### src/rtl/meu_pkg.sv
package meu_pkg;

  localparam int unsigned WordW = 32;
  localparam int unsigned KindW = 6;
  localparam logic [WordW-1:0] DivZeroWord = 32'h7fffffff;
  localparam logic [WordW-1:0] LinkOffset = 32'd8;

  localparam logic [KindW-1:0] K_ADD = 6'd0, K_SUB = 6'd1, K_AND = 6'd2, K_OR = 6'd3,
    K_XOR = 6'd4, K_NOR = 6'd5, K_SLT = 6'd6, K_SLTU = 6'd7, K_SLL = 6'd8, K_SRL = 6'd9,
    K_SRA = 6'd10, K_SLLV = 6'd11, K_SRLV = 6'd12, K_SRAV = 6'd13, K_ADDI = 6'd14,
    K_SLTI = 6'd15, K_SLTIU = 6'd16, K_LUI = 6'd17, K_MULT = 6'd18, K_MULTU = 6'd19,
    K_DIV = 6'd20, K_DIVU = 6'd21, K_MFHI = 6'd22, K_MFLO = 6'd23, K_MTHI = 6'd24,
    K_MTLO = 6'd25, K_BEQ = 6'd26, K_BNE = 6'd27, K_BLEZ = 6'd28, K_BGTZ = 6'd29,
    K_BLTZ = 6'd30, K_BGEZ = 6'd31, K_BLTZAL = 6'd32, K_BGEZAL = 6'd33, K_J = 6'd34,
    K_JR = 6'd35, K_JAL = 6'd36, K_ADDR = 6'd37;

  // per-item record flowing down the cell chain
  typedef struct packed {
    logic             is_div;
    logic             neg_q;
    logic             neg_r;
    logic             special;
    logic [WordW-1:0] rem;
    logic [WordW-1:0] quo;
    logic [WordW-1:0] dvs;
    logic [WordW-1:0] res_lo;
    logic [WordW-1:0] res_hi;
    logic             taken;
    logic [WordW-1:0] addr;
  } meu_item_t;

endpackage

### src/rtl/meu_front.sv
module meu_front (
  input  logic [meu_pkg::KindW-1:0] kind,
  input  logic [meu_pkg::WordW-1:0] src_a,
  input  logic [meu_pkg::WordW-1:0] src_b,
  input  logic [4:0]                shift_amount,
  input  logic [meu_pkg::WordW-1:0] pc_value,
  input  logic [meu_pkg::WordW-1:0] hi_in,
  input  logic [meu_pkg::WordW-1:0] lo_in,
  output meu_pkg::meu_item_t        item
);
  import meu_pkg::*;

  logic [WordW-1:0] imm, link, ua, ub;
  logic [2*WordW-1:0] prod;
  logic signed [2*WordW+1:0] prod_wide;
  logic sa, sb;

  assign imm  = {{16{src_b[15]}}, src_b[15:0]};
  assign link = pc_value + LinkOffset;
  assign sa   = (kind == K_MULT) && src_a[WordW-1];
  assign sb   = (kind == K_MULT) && src_b[WordW-1];
  assign prod_wide = $signed({sa, src_a}) * $signed({sb, src_b});
  assign prod = prod_wide[2*WordW-1:0];
  assign ua   = (kind == K_DIV && src_a[WordW-1]) ? -src_a : src_a;
  assign ub   = (kind == K_DIV && src_b[WordW-1]) ? -src_b : src_b;

  always_comb begin
    item = '0;
    item.addr = src_a + imm;
    unique case (kind)
      K_ADD:   item.res_lo = src_a + src_b;
      K_SUB:   item.res_lo = src_a - src_b;
      K_AND:   item.res_lo = src_a & src_b;
      K_OR:    item.res_lo = src_a | src_b;
      K_XOR:   item.res_lo = src_a ^ src_b;
      K_NOR:   item.res_lo = ~(src_a | src_b);
      K_SLT:   item.res_lo = WordW'($signed(src_a) < $signed(src_b));
      K_SLTU:  item.res_lo = WordW'(src_a < src_b);
      K_SLL:   item.res_lo = src_b << shift_amount;
      K_SRL:   item.res_lo = src_b >> shift_amount;
      K_SRA:   item.res_lo = $signed(src_b) >>> shift_amount;
      K_SLLV:  item.res_lo = src_b << src_a[4:0];
      K_SRLV:  item.res_lo = src_b >> src_a[4:0];
      K_SRAV:  item.res_lo = $signed(src_b) >>> src_a[4:0];
      K_ADDI:  item.res_lo = src_a + imm;
      K_SLTI:  item.res_lo = WordW'($signed(src_a) < $signed(imm));
      K_SLTIU: item.res_lo = WordW'(src_a < imm);
      K_LUI:   item.res_lo = {src_b[15:0], 16'h0};
      K_MULT, K_MULTU: begin
        item.res_lo = prod[WordW-1:0];
        item.res_hi = prod[2*WordW-1:WordW];
      end
      K_DIV, K_DIVU: begin
        if (src_b == '0) begin
          item.special = 1'b1;
          item.res_lo  = DivZeroWord;
          item.res_hi  = DivZeroWord;
        end else begin
          item.is_div = 1'b1;
          item.quo    = ua;
          item.dvs    = ub;
          item.neg_q  = (kind == K_DIV) && (src_a[WordW-1] ^ src_b[WordW-1]);
          item.neg_r  = (kind == K_DIV) && src_a[WordW-1];
        end
      end
      K_MFHI:  item.res_lo = hi_in;
      K_MFLO:  item.res_lo = lo_in;
      K_MTHI:  item.res_hi = src_a;
      K_MTLO:  item.res_lo = src_a;
      K_BEQ:   item.taken = (src_a == src_b);
      K_BNE:   item.taken = (src_a != src_b);
      K_BLEZ:  item.taken = src_a[WordW-1] || (src_a == '0);
      K_BGTZ:  item.taken = !src_a[WordW-1] && (src_a != '0);
      K_BLTZ:  item.taken = src_a[WordW-1];
      K_BGEZ:  item.taken = !src_a[WordW-1];
      K_BLTZAL: begin item.taken = src_a[WordW-1]; item.res_lo = link; end
      K_BGEZAL: begin item.taken = !src_a[WordW-1]; item.res_lo = link; end
      K_J, K_JR: item.taken = 1'b1;
      K_JAL:   begin item.taken = 1'b1; item.res_lo = link; end
      default: ;
    endcase
    if (kind != K_ADDR) item.addr = '0;
  end
endmodule

### config.mk
export PLATFORM = sky130hd
export DESIGN_NAME = meu_front
export DESIGN_NICKNAME = d
export VERILOG_FILES = /design/src/rtl/meu_pkg.sv /design/src/rtl/meu_front.sv
export SDC_FILE = /design/constraint.sdc
export NUM_CORES = 2
export LEC_CHECK = 0
export BUFFER_PORTS_ARGS = -buffer_cell sky130_fd_sc_hd__buf_2
export CORE_MARGIN = 2
export CORE_UTILIZATION = 45
export DETAILED_ROUTE_END_ITERATION = 7
export SYNTH_ARGS = -nofsm -noshare
export SYNTH_HDL_FRONTEND = slang
export SYNTH_SLANG_ARGS = --single-unit
### constraint.sdc
create_clock -name vclk -period 12.37
set_clock_uncertainty 0.1 [all_clocks]
set_input_delay 1.237 -clock vclk [all_inputs]
set_output_delay 1.237 -clock vclk [all_outputs]
set_load 0.02 [all_outputs]
; Yosys cells after proc, flatten, opt, wreduce, memory -nomap -nowiden
; Cells that the tools add are included.
[classes]
mux = 12
shift = 6
eq_ne = 39
n_addsub = 6
n_reduce_logical = 18
bitwise = 5
mul = 1
magnitude_cmp = 4
[op_table]
columns = cell, n
row1 = 32-bit case mux with 24 select lines, 1
row2 = 64-bit 2-to-1 mux, 2
row3 = 6-bit by 5-bit equality test with 1-bit output (second input constant), 16
row4 = 32-bit < comparator, 3
row5 = 32-bit 2-to-1 mux, 3
row6 = 32-bit case mux with 3 select lines, 1
row7 = 32-bit adder, 2
row8 = 32-bit logical NOT, 2
row9 = 33-bit by 33-bit multiplier with 64-bit output, 1
row10 = 32-bit negation, 2
row11 = 32-bit by 5-bit << shifter with 32-bit output, 2
row12 = 32-bit by 5-bit >> shifter with 32-bit output, 2
row13 = 32-bit by 5-bit >>> shifter with 32-bit output, 2
row14 = 63-bit 2-to-1 mux, 1
row15 = 6-bit by 4-bit equality test with 1-bit output (second input constant), 8
row16 = 32-bit by 4-bit adder with 32-bit output (second input constant), 1
row17 = 32-bit AND, 1
row18 = 32-bit equality test, 1
row19 = 32-bit by 16-bit < comparator with 1-bit output, 1
row20 = 32-bit inequality test, 1
row21 = 32-bit inverter, 1
row22 = 32-bit OR, 1
row23 = 32-bit nonzero test, 1
row24 = 32-bit subtractor, 1
row25 = other kinds (17), 34
[word_totals]
word_cells = 91
regBits = 0
output_inout_bits = 197
inputBits = 171

; Depth between registers and ports, before layout
[logic_depth]
ltp_word = 5
depth_mapped = 36
depth_no_buf = 31

; Worst setup path before layout
; OpenSTA, ideal clock, no wires.
[synth_path]
kind = input-to-output
from = input port kind[2] (netlist name)
to = output port item[63] (netlist name)
path_buffers = 6
t_required_ps = 11033
t_arrival_ps = 10717
setup_slack_ps = 316
cell_stages = 33
path_cell_list = buf_1 -> or2_2 -> clkbuf_1 -> nor2_1 -> nand2_1 -> clkbuf_1 -> buf_1 -> clkbuf_1 -> clkbuf_1 -> nor4_1 -> fa_1 -> fa_1 -> fa_1 -> fa_1 -> inv_1 -> fa_1 -> inv_1 -> fa_1 -> inv_1 -> fa_1 -> fa_1 -> inv_1 -> ha_1 -> a21oi_1 -> o21ai_0 -> o311ai_0 -> nor4_1 -> a211oi_1 -> o21bai_1 -> a211oi_1 -> o21ai_0 -> xnor2_1 -> o21ai_0
[synth_rtl]
columns = item, line_no
row1 = from (decl), meu_front.sv:2  ; input logic [meu_pkg::KindW-1:0] kind,
row2 = to (decl), meu_front.sv:9  ; output meu_pkg::meu_item_t item

==> flow_metrics.tcl <==
set metrics [dict create \
    status "complete, no violations" \
    syn_area_um2 53700 \
    final.setup.tns_ns 0 \
    io_pins 368 \
    syn-mean-instance-area_um2 7.89 \
    relSlewSlack_pct 6.59 \
    cp_slowest_stage_delay_ns 0.63 \
    pre_cts_ws_ns 0.174 \
    vias_per_cell 6.41 \
    setup_slack_ns 0.217 \
    cpMostUsedCell "fa_1" \
    drive_gt1_share_pct 10.8 \
    ys_seq_area_share_pct 0 \
    worstSetupPathType "input port to output port" \
    setup_viol_count_final 0 \
    highest_layer "met5" \
    hold_depth 4 \
    n_sequential_cell 0 \
    tightest_slew_ns 1.40 \
    min_path_type "input port to output port" \
    globalplace.congestion 1.09 \
    grt-ovfl-total 0 \
    cts.hold.buffers_added 0 \
    multi_input_area_um2 47100 \
    crit_path_end_kind "output port" \
    netlist_instances 6811 \
    crit_start "kind[2]" \
    crit_end "item[52]" \
    grt_pass1_vias 55000 \
    rsz0062_at_grt "false" \
    dr.pass1.iters 7 \
    dieHeight_um 350 \
    maxCapViolCount 0 \
    fin_crit_sh_pct 98.2 \
    start_kind "input port" \
    die_area_um2 122000 \
    cp_max_fo 42 \
    dieWidth_um 350 \
    final_antenna_net_count 0 \
    clock_buffer_count 0 \
    syn_to_final_growth_pct 7.68 \
    first_iter_violations 7387 \
    wire_per_inst_um 34.7 \
    grtUsageTotal_pct 48.3 \
    wirelength_um 296000 \
    grt_pass1_wl_um 416000 \
    fmax_mhz 82.3 \
    ff_latch_area_um2 0 \
    fin_crit_ns 12.15 \
    drv_slew 0 \
    port_buffers 336 \
    place_hpwl_um 237000 \
    synth_warnings 0 \
    wl_met2_um 121000 \
    crit_arrival_ns 10.82 \
    grt_max_degree 43 \
    crit_slowest_cell "a2111oi_1" \
    crit_required_ns 11.03 \
    met1_length_um 106000 \
    wl_met3_um 41100 \
    core_um2 118000 \
    drc 0 \
    start_util_pct 45.4 \
    yosysUniqueCellTypes 98 \
    std_cell_rows 126 \
    hold_viol 0 \
    antenna_found_initial 22 \
    fillCellCount 11900 \
    dr_total_vias 54600 \
    fin_nets 8608 \
]
-- cell families after synthesis --
logic type | share of synthesized area (%)
other | 0.00698
muxes | 4.12
AOI/OAI and AO/OA | 13.2
xor gates and xnor gates | 3.26
buffers and inverters | 12.9
and+or+nand+nor | 16.5
adders and majority gates | 50.0
-- worst max-delay path: cells and delay by family --
kind,cells,cell delay (ns)
adder cells (fa/ha/maj),9,4.24
AO/OA/AOI/OAI,8,2.20
buffers and inverters,10,1.57
AND/OR/NAND/NOR,8,1.52
-- synthesized netlist by cell type, types with 34 or more instances --
| cell | instances | share of area (%) |
|---|---|---|
| o21bai_1 | 34 | 0.48 |
| ha_1 | 343 | 8.0 |
| a21o_1 | 52 | 0.73 |
| xnor2_1 | 154 | 2.5 |
| buf_1 | 83 | 0.58 |
| a211oi_1 | 34 | 0.48 |
| a21oi_1 | 320 | 3.0 |
| xor2_1 | 46 | 0.75 |
| o21ai_0 | 219 | 2.0 |
| nand4_1 | 58 | 0.68 |
| fa_1 | 1127 | 42 |
| a22oi_1 | 37 | 0.52 |
| nor3_1 | 95 | 0.89 |
| clkbuf_1 | 351 | 2.5 |
| a221oi_1 | 43 | 0.70 |
| buf_4 | 35 | 0.49 |
| mux2i_1 | 125 | 2.3 |
| nand3_1 | 102 | 0.95 |
| nor4_1 | 48 | 0.56 |
| nor2_1 | 682 | 4.8 |
| nand2_1 | 941 | 6.6 |
| o211ai_1 | 46 | 0.64 |
| inv_1 | 1267 | 8.9 |
-- cell usage in the layout (no fill, tap or decap), types with 16 or more instances in the layout --
master,Yosys,routed
a22oi_1,37,37
clkinv_1,16,16
nand2_1,941,938
a22o_1,18,18
o21a_1,19,19
inv_1,1267,1265
ha_1,343,343
nor2b_1,22,21
nand2b_1,23,23
nand4_1,58,58
fa_1,1127,1125
conb_1,1,32
o211ai_1,46,46
a31oi_1,33,33
nor3_1,95,88
a21oi_1,320,319
a221oi_1,43,43
or2_2,16,16
and3_1,17,17
o21ai_0,219,218
o221ai_1,18,18
buf_2,26,336
xor2_1,46,46
o22ai_1,29,29
mux2_2,18,18
buf_4,35,281
nand3_1,102,102
a211oi_1,34,33
o31ai_1,17,17
mux4_2,32,32
a21o_1,52,52
or3_1,27,27
xnor2_1,154,154
a222oi_1,16,16
mux2i_1,125,121
nor4_1,48,44
nor2_1,682,675
diode_2,0,18
o21bai_1,34,34
-- repair_timing --
action | in CTS | in global routing
setup endpoints to repair | 0 | 9
buffers inserted | 0 | 3
resized for setup | 0 | 11
-- metrics by stage --
stage                     hold slack [ns]  instance area, um2  std cells  util (%)
final                                2.97               57800       8519      48.9
after global routing                 3.00               57800       8502      48.9
after CTS                            2.97               57700       8498      48.8
after detailed placement             2.97               57700       8498      48.8
after global placement               2.96               57700       8498      48.8
after floorplan                      2.56               53800       6842         -
-- routing by layer --
layer	up-vias	global-route usage [%]
met5	-	0.235
met1	27200	60.3
met2	4476	69.5
li1	21800	-
met4	8	35.6
met3	1084	16.2
-- worst min-delay path by stage --
stage,end,start,slack (ns)
2_1_floorplan,item[154],src_a[25],2.56
3_3_place_gp,item[32],kind[3],2.96
3_5_place_dp,item[32],kind[3],2.97
4_1_cts,item[32],kind[3],2.97
5_1_grt,item[32],kind[3],3.00
6_report,item[32],kind[3],2.97
-- area by class of cell --
class	count	area share (%)
Multi-Input combinational cell	5053	81.4
Inverter	1286	8.35
Timing Repair Buffer	626	6.86
Tap cell	1536	3.32
Antenna cell	18	0.0779
