===== src/rtl/meu_pkg.sv =====
package meu_pkg;

  localparam int unsigned WordW = 32;
  localparam int unsigned KindW = 6;
  localparam logic [WordW-1:0] DivZeroWord = 32'h7fffffff;
  localparam logic [WordW-1:0] LinkOffset = 32'd8;

  localparam logic [KindW-1:0] K_ADD = 6'd0, K_SUB = 6'd1, K_AND = 6'd2, K_OR = 6'd3,
    K_XOR = 6'd4, K_NOR = 6'd5, K_SLT = 6'd6, K_SLTU = 6'd7, K_SLL = 6'd8, K_SRL = 6'd9,
    K_SRA = 6'd10, K_SLLV = 6'd11, K_SRLV = 6'd12, K_SRAV = 6'd13, K_ADDI = 6'd14,
    K_SLTI = 6'd15, K_SLTIU = 6'd16, K_LUI = 6'd17, K_MULT = 6'd18, K_MULTU = 6'd19,
    K_DIV = 6'd20, K_DIVU = 6'd21, K_MFHI = 6'd22, K_MFLO = 6'd23, K_MTHI = 6'd24,
    K_MTLO = 6'd25, K_BEQ = 6'd26, K_BNE = 6'd27, K_BLEZ = 6'd28, K_BGTZ = 6'd29,
    K_BLTZ = 6'd30, K_BGEZ = 6'd31, K_BLTZAL = 6'd32, K_BGEZAL = 6'd33, K_J = 6'd34,
    K_JR = 6'd35, K_JAL = 6'd36, K_ADDR = 6'd37;

  // per-item record flowing down the cell chain
  typedef struct packed {
    logic             is_div;
    logic             neg_q;
    logic             neg_r;
    logic             special;
    logic [WordW-1:0] rem;
    logic [WordW-1:0] quo;
    logic [WordW-1:0] dvs;
    logic [WordW-1:0] res_lo;
    logic [WordW-1:0] res_hi;
    logic             taken;
    logic [WordW-1:0] addr;
  } meu_item_t;

endpackage


===== src/rtl/meu_div_cell.sv =====
module meu_div_cell #(
  parameter int unsigned BitsPerCell = 2
) (
  input  logic              clk,
  input  logic              rst,
  input  logic              valid_in,
  input  meu_pkg::meu_item_t item_in,
  input  logic              advance,
  output logic              valid_out,
  output meu_pkg::meu_item_t item_out
);
  import meu_pkg::*;

  meu_item_t item_next;
  logic [WordW:0] trial;
  logic [WordW-1:0] r, q;

  always_comb begin
    item_next = item_in;
    r = item_in.rem;
    q = item_in.quo;
    trial = '0;
    for (int i = 0; i < BitsPerCell; i++) begin
      trial = {r, q[WordW-1]} - {1'b0, item_in.dvs};
      q = {q[WordW-2:0], ~trial[WordW]};
      r = trial[WordW] ? {r[WordW-2:0], item_next.quo[WordW-1]} : trial[WordW-1:0];
      item_next.quo = {item_next.quo[WordW-2:0], 1'b0};
    end
    if (item_in.is_div) begin
      item_next.rem = r;
      item_next.quo = q;
    end else begin
      item_next.quo = item_in.quo;
    end
  end

  always_ff @(posedge clk) begin
    if (rst) begin
      valid_out <= 1'b0;
    end else if (advance) begin
      valid_out <= valid_in;
    end
    if (advance) begin
      item_out <= item_next;
    end
  end
endmodule


===== config.mk =====
export PLATFORM = sky130hd
export DESIGN_NAME = meu_div_cell
export DESIGN_NICKNAME = d
export VERILOG_FILES = /design/src/rtl/meu_pkg.sv /design/src/rtl/meu_div_cell.sv
export SDC_FILE = /design/constraint.sdc
export NUM_CORES = 1
export LEC_CHECK = 0
export BUFFER_PORTS_ARGS = -buffer_cell sky130_fd_sc_hd__buf_4
export CORE_AREA = 2 2 180 129
export DETAILED_ROUTE_END_ITERATION = 10
export DIE_AREA = 0 0 182 131
export GPL_TIMING_DRIVEN = 0
export PLACE_DENSITY = 0.82
export RECOVER_POWER = 50
export SETUP_SLACK_MARGIN = 0.1
export SYNTH_ARGS = -nofsm -noshare
export SYNTH_HDL_FRONTEND = slang
export SYNTH_SLANG_ARGS = --single-unit

===== constraint.sdc =====
create_clock -name clk -period 8.85 [get_ports clk]
set_input_delay 1.77 -clock clk [delete_from_list [all_inputs] [get_ports clk]]
set_output_delay 1.77 -clock clk [all_outputs]
set_load 0.05 [all_outputs]

======== Word-level counts from Yosys, hierarchy flattened ========
Index checks and enable logic that the tools add are counted.
operators by class
  add/subtract/negate cells ............... 2
  muxes and demuxes ....................... 4
  bitwise gates (word level) .............. 2
operators by type and width
  operator                                        number
  32-bit 2-to-1 mux                               4
  33-bit by 32-bit subtractor with 33-bit output  2
  1-bit NOT                                       2
word-level totals
  register bits after elaboration ......... 198
  input port bits ......................... 201
  output and inout bits ................... 198
  logic and storage cells ................. 20

======== Logic depth before layout (Yosys ltp) ========
  depth after elaboration ................. 5
  mapped depth ............................ 26
  mapped depth without buffers ............ 24

======== Least setup slack after synthesis ========
Ideal clock, no wire load.
  kind .................................... in2reg
  start point ............................. in item_in[160] (netlist bit)
  end point ............................... reg item_out[164] (netlist bit), data pin
  setup time .............................. 0.260 ns
  arrival time ............................ 7.095 ns
  data required time ...................... 8.590 ns
  slack ................................... 1.496 ns
  cell stages on the path ................. 22
  buffers on the path ..................... 2
  path through ............................ inv_1 > ha_1 > inv_1 > fa_1 > a211oi_1 > o21ai_1 > and3_1 > o31a_1 > o211a_1 > a211oi_4 > buf_2 > buf_2 > mux2_1 > ha_1 > and3_1 > a221oi_1 > nand3_1 > a21o_1 > a211oi_2 > xor2_2 > mux2_1 > mux2_2
RTL lines
  what                  RTL line            text
  from (decl)           meu_div_cell.sv:7   input meu_pkg::meu_item_t item_in,
  to (signal assigned)  meu_div_cell.sv:44  item_out <= item_next;
  to (decl)             meu_div_cell.sv:10  output meu_pkg::meu_item_t item_out

==> flow_results.xml <==
<?xml version="1.0" encoding="UTF-8"?>
<metrics>
  <group name="route">
    <metric name="route.vias.total" unit="">9238</metric>
    <metric name="drtIter0Drc" unit="">929</metric>
    <metric name="vias_per_cell" unit="">5.67</metric>
    <metric name="route.top_layer_used" unit="">met4</metric>
    <metric name="detailroute.wirelength.met2" unit="mm">15.8</metric>
    <metric name="detail-route-antenna-nets" unit="">0</metric>
    <metric name="routedWlPerCell" unit="um">21.5</metric>
    <metric name="wirelength_met1" unit="mm">14.9</metric>
    <metric name="drt_pass1_iterations" unit="">7</metric>
    <metric name="drt_wl_total" unit="mm">35.0</metric>
    <metric name="wl_met3" unit="mm">3.70</metric>
    <metric name="drc" unit="">0</metric>
  </group>
  <group name="setup_path">
    <metric name="cp.required" unit="ns">9.00</metric>
    <metric name="worst_r2r_startpoint" unit="">valid_out</metric>
    <metric name="cp_data_arrival_time" unit="ns">8.73</metric>
    <metric name="worstSetupPathType" unit="">primary input to register</metric>
    <metric name="timing.reg2reg.setup_slack" unit="ns">8.17</metric>
    <metric name="crit_path_start_kind" unit="">primary input</metric>
    <metric name="r2r-end" unit="">valid_out</metric>
    <metric name="timing.critical_path.fanout_max" unit="">10</metric>
    <metric name="timing.critical_path.to_type" unit="">register</metric>
    <metric name="timing.reg2reg.worst_path_depth" unit="">2</metric>
  </group>
  <group name="finish">
    <metric name="flow.area_growth_from_synthesis" unit="%">35.6</metric>
    <metric name="finish.instance_area" unit="sq mm">0.0148</metric>
    <metric name="layout-drive-gt1-share" unit="">0.348</metric>
    <metric name="nFillCells" unit="">1714</metric>
    <metric name="multiInputGateArea" unit="sq mm">0.00465</metric>
    <metric name="seqCellArea" unit="sq mm">0.00594</metric>
    <metric name="final_net_count" unit="">1595</metric>
  </group>
  <group name="sta">
    <metric name="worst_slack" unit="ns">0.272</metric>
    <metric name="final_setup_viols" unit="">0</metric>
    <metric name="report.final.hold_viol_count" unit="">0</metric>
    <metric name="final.period_utilization" unit="">0.969</metric>
    <metric name="tightest_slew" unit="ns">4.02</metric>
    <metric name="finalSetupTns" unit="ns">0</metric>
    <metric name="finClkSkew" unit="ns">0</metric>
    <metric name="grt_setup_unrepaired" unit="">false</metric>
    <metric name="timing.slew.headroom" unit="">-1.68</metric>
    <metric name="slew_violations" unit="">201</metric>
    <metric name="achievable-frequency" unit="GHz">0.117</metric>
    <metric name="finalCriticalPeriod" unit="ns">8.58</metric>
  </group>
  <group name="pwr">
    <metric name="share_comb_of_total_power" unit="">0.409</metric>
    <metric name="switching_share" unit="">0.388</metric>
    <metric name="p_leak" unit="nW">6.28</metric>
    <metric name="p_clk_frac" unit="">0.237</metric>
    <metric name="ir_drop" unit="mV">0.136</metric>
    <metric name="power.switching" unit="W">0.00130</metric>
    <metric name="sequential_share_of_power" unit="">0.354</metric>
    <metric name="cellPowerDensity" unit="mW/mm^2">227</metric>
    <metric name="internal_power" unit="W">0.00205</metric>
  </group>
  <group name="global_route">
    <metric name="grt_max_degree" unit="">124</metric>
    <metric name="grt_pass1_wl" unit="mm">49.8</metric>
    <metric name="grt_overflow_total" unit="">0</metric>
    <metric name="first_global_vias" unit="">8715</metric>
    <metric name="groute.usage.overall" unit="">0.281</metric>
    <metric name="grt_antenna_before_repair" unit="">1</metric>
  </group>
  <group name="min_path">
    <metric name="holdCritStartpoint" unit="">valid_out</metric>
    <metric name="worst_hold_path_type" unit="">register to register</metric>
    <metric name="hold_depth" unit="">2</metric>
    <metric name="min_delay_worst_endpoint" unit="">valid_out</metric>
  </group>
  <group name="cts">
    <metric name="post_cts_hold_buffers" unit="">0</metric>
    <metric name="clkLatencyLatePin" unit="ns">0.44</metric>
    <metric name="cts-htree-levels" unit="">4</metric>
    <metric name="numCtsBuffers" unit="">17</metric>
    <metric name="clk_pin_slew_worst_paths" unit="ns">0.08</metric>
    <metric name="clkSinkCount" unit="">198</metric>
    <metric name="ctsRootBufferMaster" unit="">sky130_fd_sc_hd__clkbuf_16</metric>
    <metric name="cts_tree" unit="">built</metric>
    <metric name="ctsLongestPathBuffers" unit="">2</metric>
  </group>
  <group name="floorplanning">
    <metric name="rows" unit="">46</metric>
    <metric name="floorplan.io_pins" unit="">399</metric>
    <metric name="dieArea" unit="sq mm">0.0238</metric>
    <metric name="initial_core_util" unit="">0.490</metric>
    <metric name="die_h" unit="um">131</metric>
    <metric name="die_x" unit="um">182</metric>
    <metric name="coreArea" unit="sq mm">0.0222</metric>
  </group>
  <group name="yosys">
    <metric name="instance_count_of_the_mapped_netlist" unit="">908</metric>
    <metric name="yosysTopAreaCellShare" unit="">0.543</metric>
    <metric name="synth.avg_cell_area" unit="sq um">12.0</metric>
    <metric name="ys_async_sr_fraction" unit="">0</metric>
    <metric name="synth_sequential_area_ratio" unit="">0.545</metric>
    <metric name="synth_warnings" unit="">0</metric>
    <metric name="synth-edff-count" unit="">197</metric>
    <metric name="synthesis.nets" unit="">1175</metric>
    <metric name="synth_top_cell_by_area" unit="">sky130_fd_sc_hd__edfxtp_1</metric>
    <metric name="synth.distinct_cells" unit="">62</metric>
    <metric name="synth.most_common_cell" unit="">sky130_fd_sc_hd__edfxtp_1</metric>
    <metric name="total_of_flip_flops_plus_latches_after_synthesis" unit="">198</metric>
    <metric name="yosys_most_used_dff" unit="">sky130_fd_sc_hd__edfxtp_1</metric>
    <metric name="synth.cell_area" unit="sq mm">0.0109</metric>
    <metric name="synth_top_area_cells" unit="">sky130_fd_sc_hd__edfxtp_1 54%, sky130_fd_sc_hd__ha_1 7.4%, sky130_fd_sc_hd__mux2_2 5.0%</metric>
    <metric name="most_frequent_cells_after_synthesis" unit="">197 x sky130_fd_sc_hd__edfxtp_1, 84 x sky130_fd_sc_hd__a21oi_1, 69 x sky130_fd_sc_hd__nor2_1</metric>
  </group>
  <group name="placed_design">
    <metric name="post_dp_cell_area" unit="sq mm">0.0143</metric>
    <metric name="place.gp.congestion" unit="">0.919</metric>
    <metric name="post_placement_worst_setup_slack" unit="ns">-0.113</metric>
    <metric name="hpwlAfterDp" unit="mm">27.3</metric>
    <metric name="io_buffers" unit="">398</metric>
  </group>
  <group name="status">
    <metric name="failed_checks" unit="">max-capacitance violations, max-slew violations</metric>
    <metric name="outcome" unit="">finished, violations left</metric>
  </group>
  <group name="flow_run">
    <metric name="maxCapViolations" unit="">2</metric>
  </group>
</metrics>
-- registers in the layout (all words and copies together), names as in the netlist --
| register | count |
|---|---|
| item_out | 197 |
| valid_out | 1 |
-- logic make-up (layout without fill, tap and decap cells) --
kind of cell	after synthesis	count (layout)	synth area share
AO/OA/AOI/OAI	232	232	0.137
XOR/XNOR	56	56	0.0457
adder cells (fa/ha/maj)	66	66	0.0772
buffers and inverters	77	510	0.0291
flip-flops	198	198	0.545
multiplexers	83	83	0.0828
other	0	1	0
AND/OR/NAND/NOR	196	196	0.0833
-- layer usage --
metal	track usage	vias up
met2	0.433	508
met1	0.383	4407
li1	-	4280
met3	0.0926	43
met5	0	-
met4	0.0754	0
-- critical path: stages --
cell and delay [ns]:
sky130_fd_sc_hd__clkbuf_1 0.18, sky130_fd_sc_hd__ha_1 0.21, sky130_fd_sc_hd__inv_1 0.06, sky130_fd_sc_hd__fa_1 0.43, sky130_fd_sc_hd__a211oi_1 0.32, sky130_fd_sc_hd__o21ai_1 0.20, sky130_fd_sc_hd__and3_1 0.20, sky130_fd_sc_hd__o31a_1 0.36
sky130_fd_sc_hd__o211a_1 0.26, sky130_fd_sc_hd__a211oi_4 0.47, sky130_fd_sc_hd__buf_2 0.38, sky130_fd_sc_hd__buf_2 0.39, sky130_fd_sc_hd__mux2_1 0.37, sky130_fd_sc_hd__ha_1 0.34, sky130_fd_sc_hd__and3_1 0.25, sky130_fd_sc_hd__a221oi_1 0.40
sky130_fd_sc_hd__nand3_1 0.12, sky130_fd_sc_hd__a21o_1 0.30, sky130_fd_sc_hd__a211oi_4 0.47, sky130_fd_sc_hd__xor2_4 0.43, sky130_fd_sc_hd__buf_6 0.27, sky130_fd_sc_hd__mux2i_1 0.37, sky130_fd_sc_hd__a21oi_1 0.15
-- what timing repair did --
item	4_1_cts	5_1_grt
setup buffers	0	2
resized for setup	0	2
hold endpoints to repair	0	0
endpoints found under the setup margin	0	5
-- stage by stage --
step                      total power [W]  hold WS, ns  instances   util
after floorplan                   0.00212        0.733        908      -
after global placement            0.00252        0.482       1594  0.641
after detailed placement          0.00254        0.523       1595  0.642
after CTS                         0.00333        0.542       1627  0.669
after global routing              0.00347        0.568       1630  0.664
final                             0.00334        0.547       1630  0.664
-- area by class of cell --
cell class                 count  area share
multi-input combinational    633       0.315
buffer                        31     0.00975
tap                          288      0.0244
clock buffer                  18      0.0291
clock inverter                14      0.0109
sequential                   198       0.402
antenna                        1    0.000170
timing repair buffer         401       0.197
inverter                      46      0.0117
-- cell usage in the layout, fill, tap and decap left out, drive strengths merged, types with 3 or more instances in the layout --
cell type  Yosys  final
and3           6      6
a21oi         85     85
mux2          56     56
a221oi         4      4
nand2         49     49
mux2i         27     27
xnor2         33     33
and4           3      3
ha            64     64
o21ai         43     43
clkinv         0      4
and2           6      6
nor3           8      8
edfxtp       197    197
clkbuf        20    176
nand3         19     19
a211oi        18     18
o21bai         8      8
o21a          10     10
nand2b         9      9
nand4         12     12
o41ai          3      3
o31ai          4      4
buf           11    274
a21boi         5      5
or3            5      5
o211ai         6      6
inv           46     53
nor2          69     69
nor2b          8      8
xor2          23     23
o31a           3      3
a21o          18     18
a31o           4      4
-- how the worst max path moves through the flow --
stage	startpoint	cells after the start	to
after floorplan	item_in[160]	22	item_out[164]
after global routing	item_in[97]	23	item_out[170]
after CTS	item_in[160]	24	item_out[170]
after global placement	item_in[160]	24	item_out[170]
after detailed placement	item_in[160]	24	item_out[170]
final	item_in[97]	23	item_out[170]
-- power groups by stage --
stage	Sequential, W	Clock (W)	Combinational (W)
after global placement	0.00120	0	0.00132
after CTS	0.00118	0.000804	0.00135
final	0.00118	0.000792	0.00137
after floorplan	0.00154	0	0.000580
after detailed placement	0.00120	0	0.00134
after global routing	0.00119	0.000829	0.00144
Power figures use the tool's default switching activity.
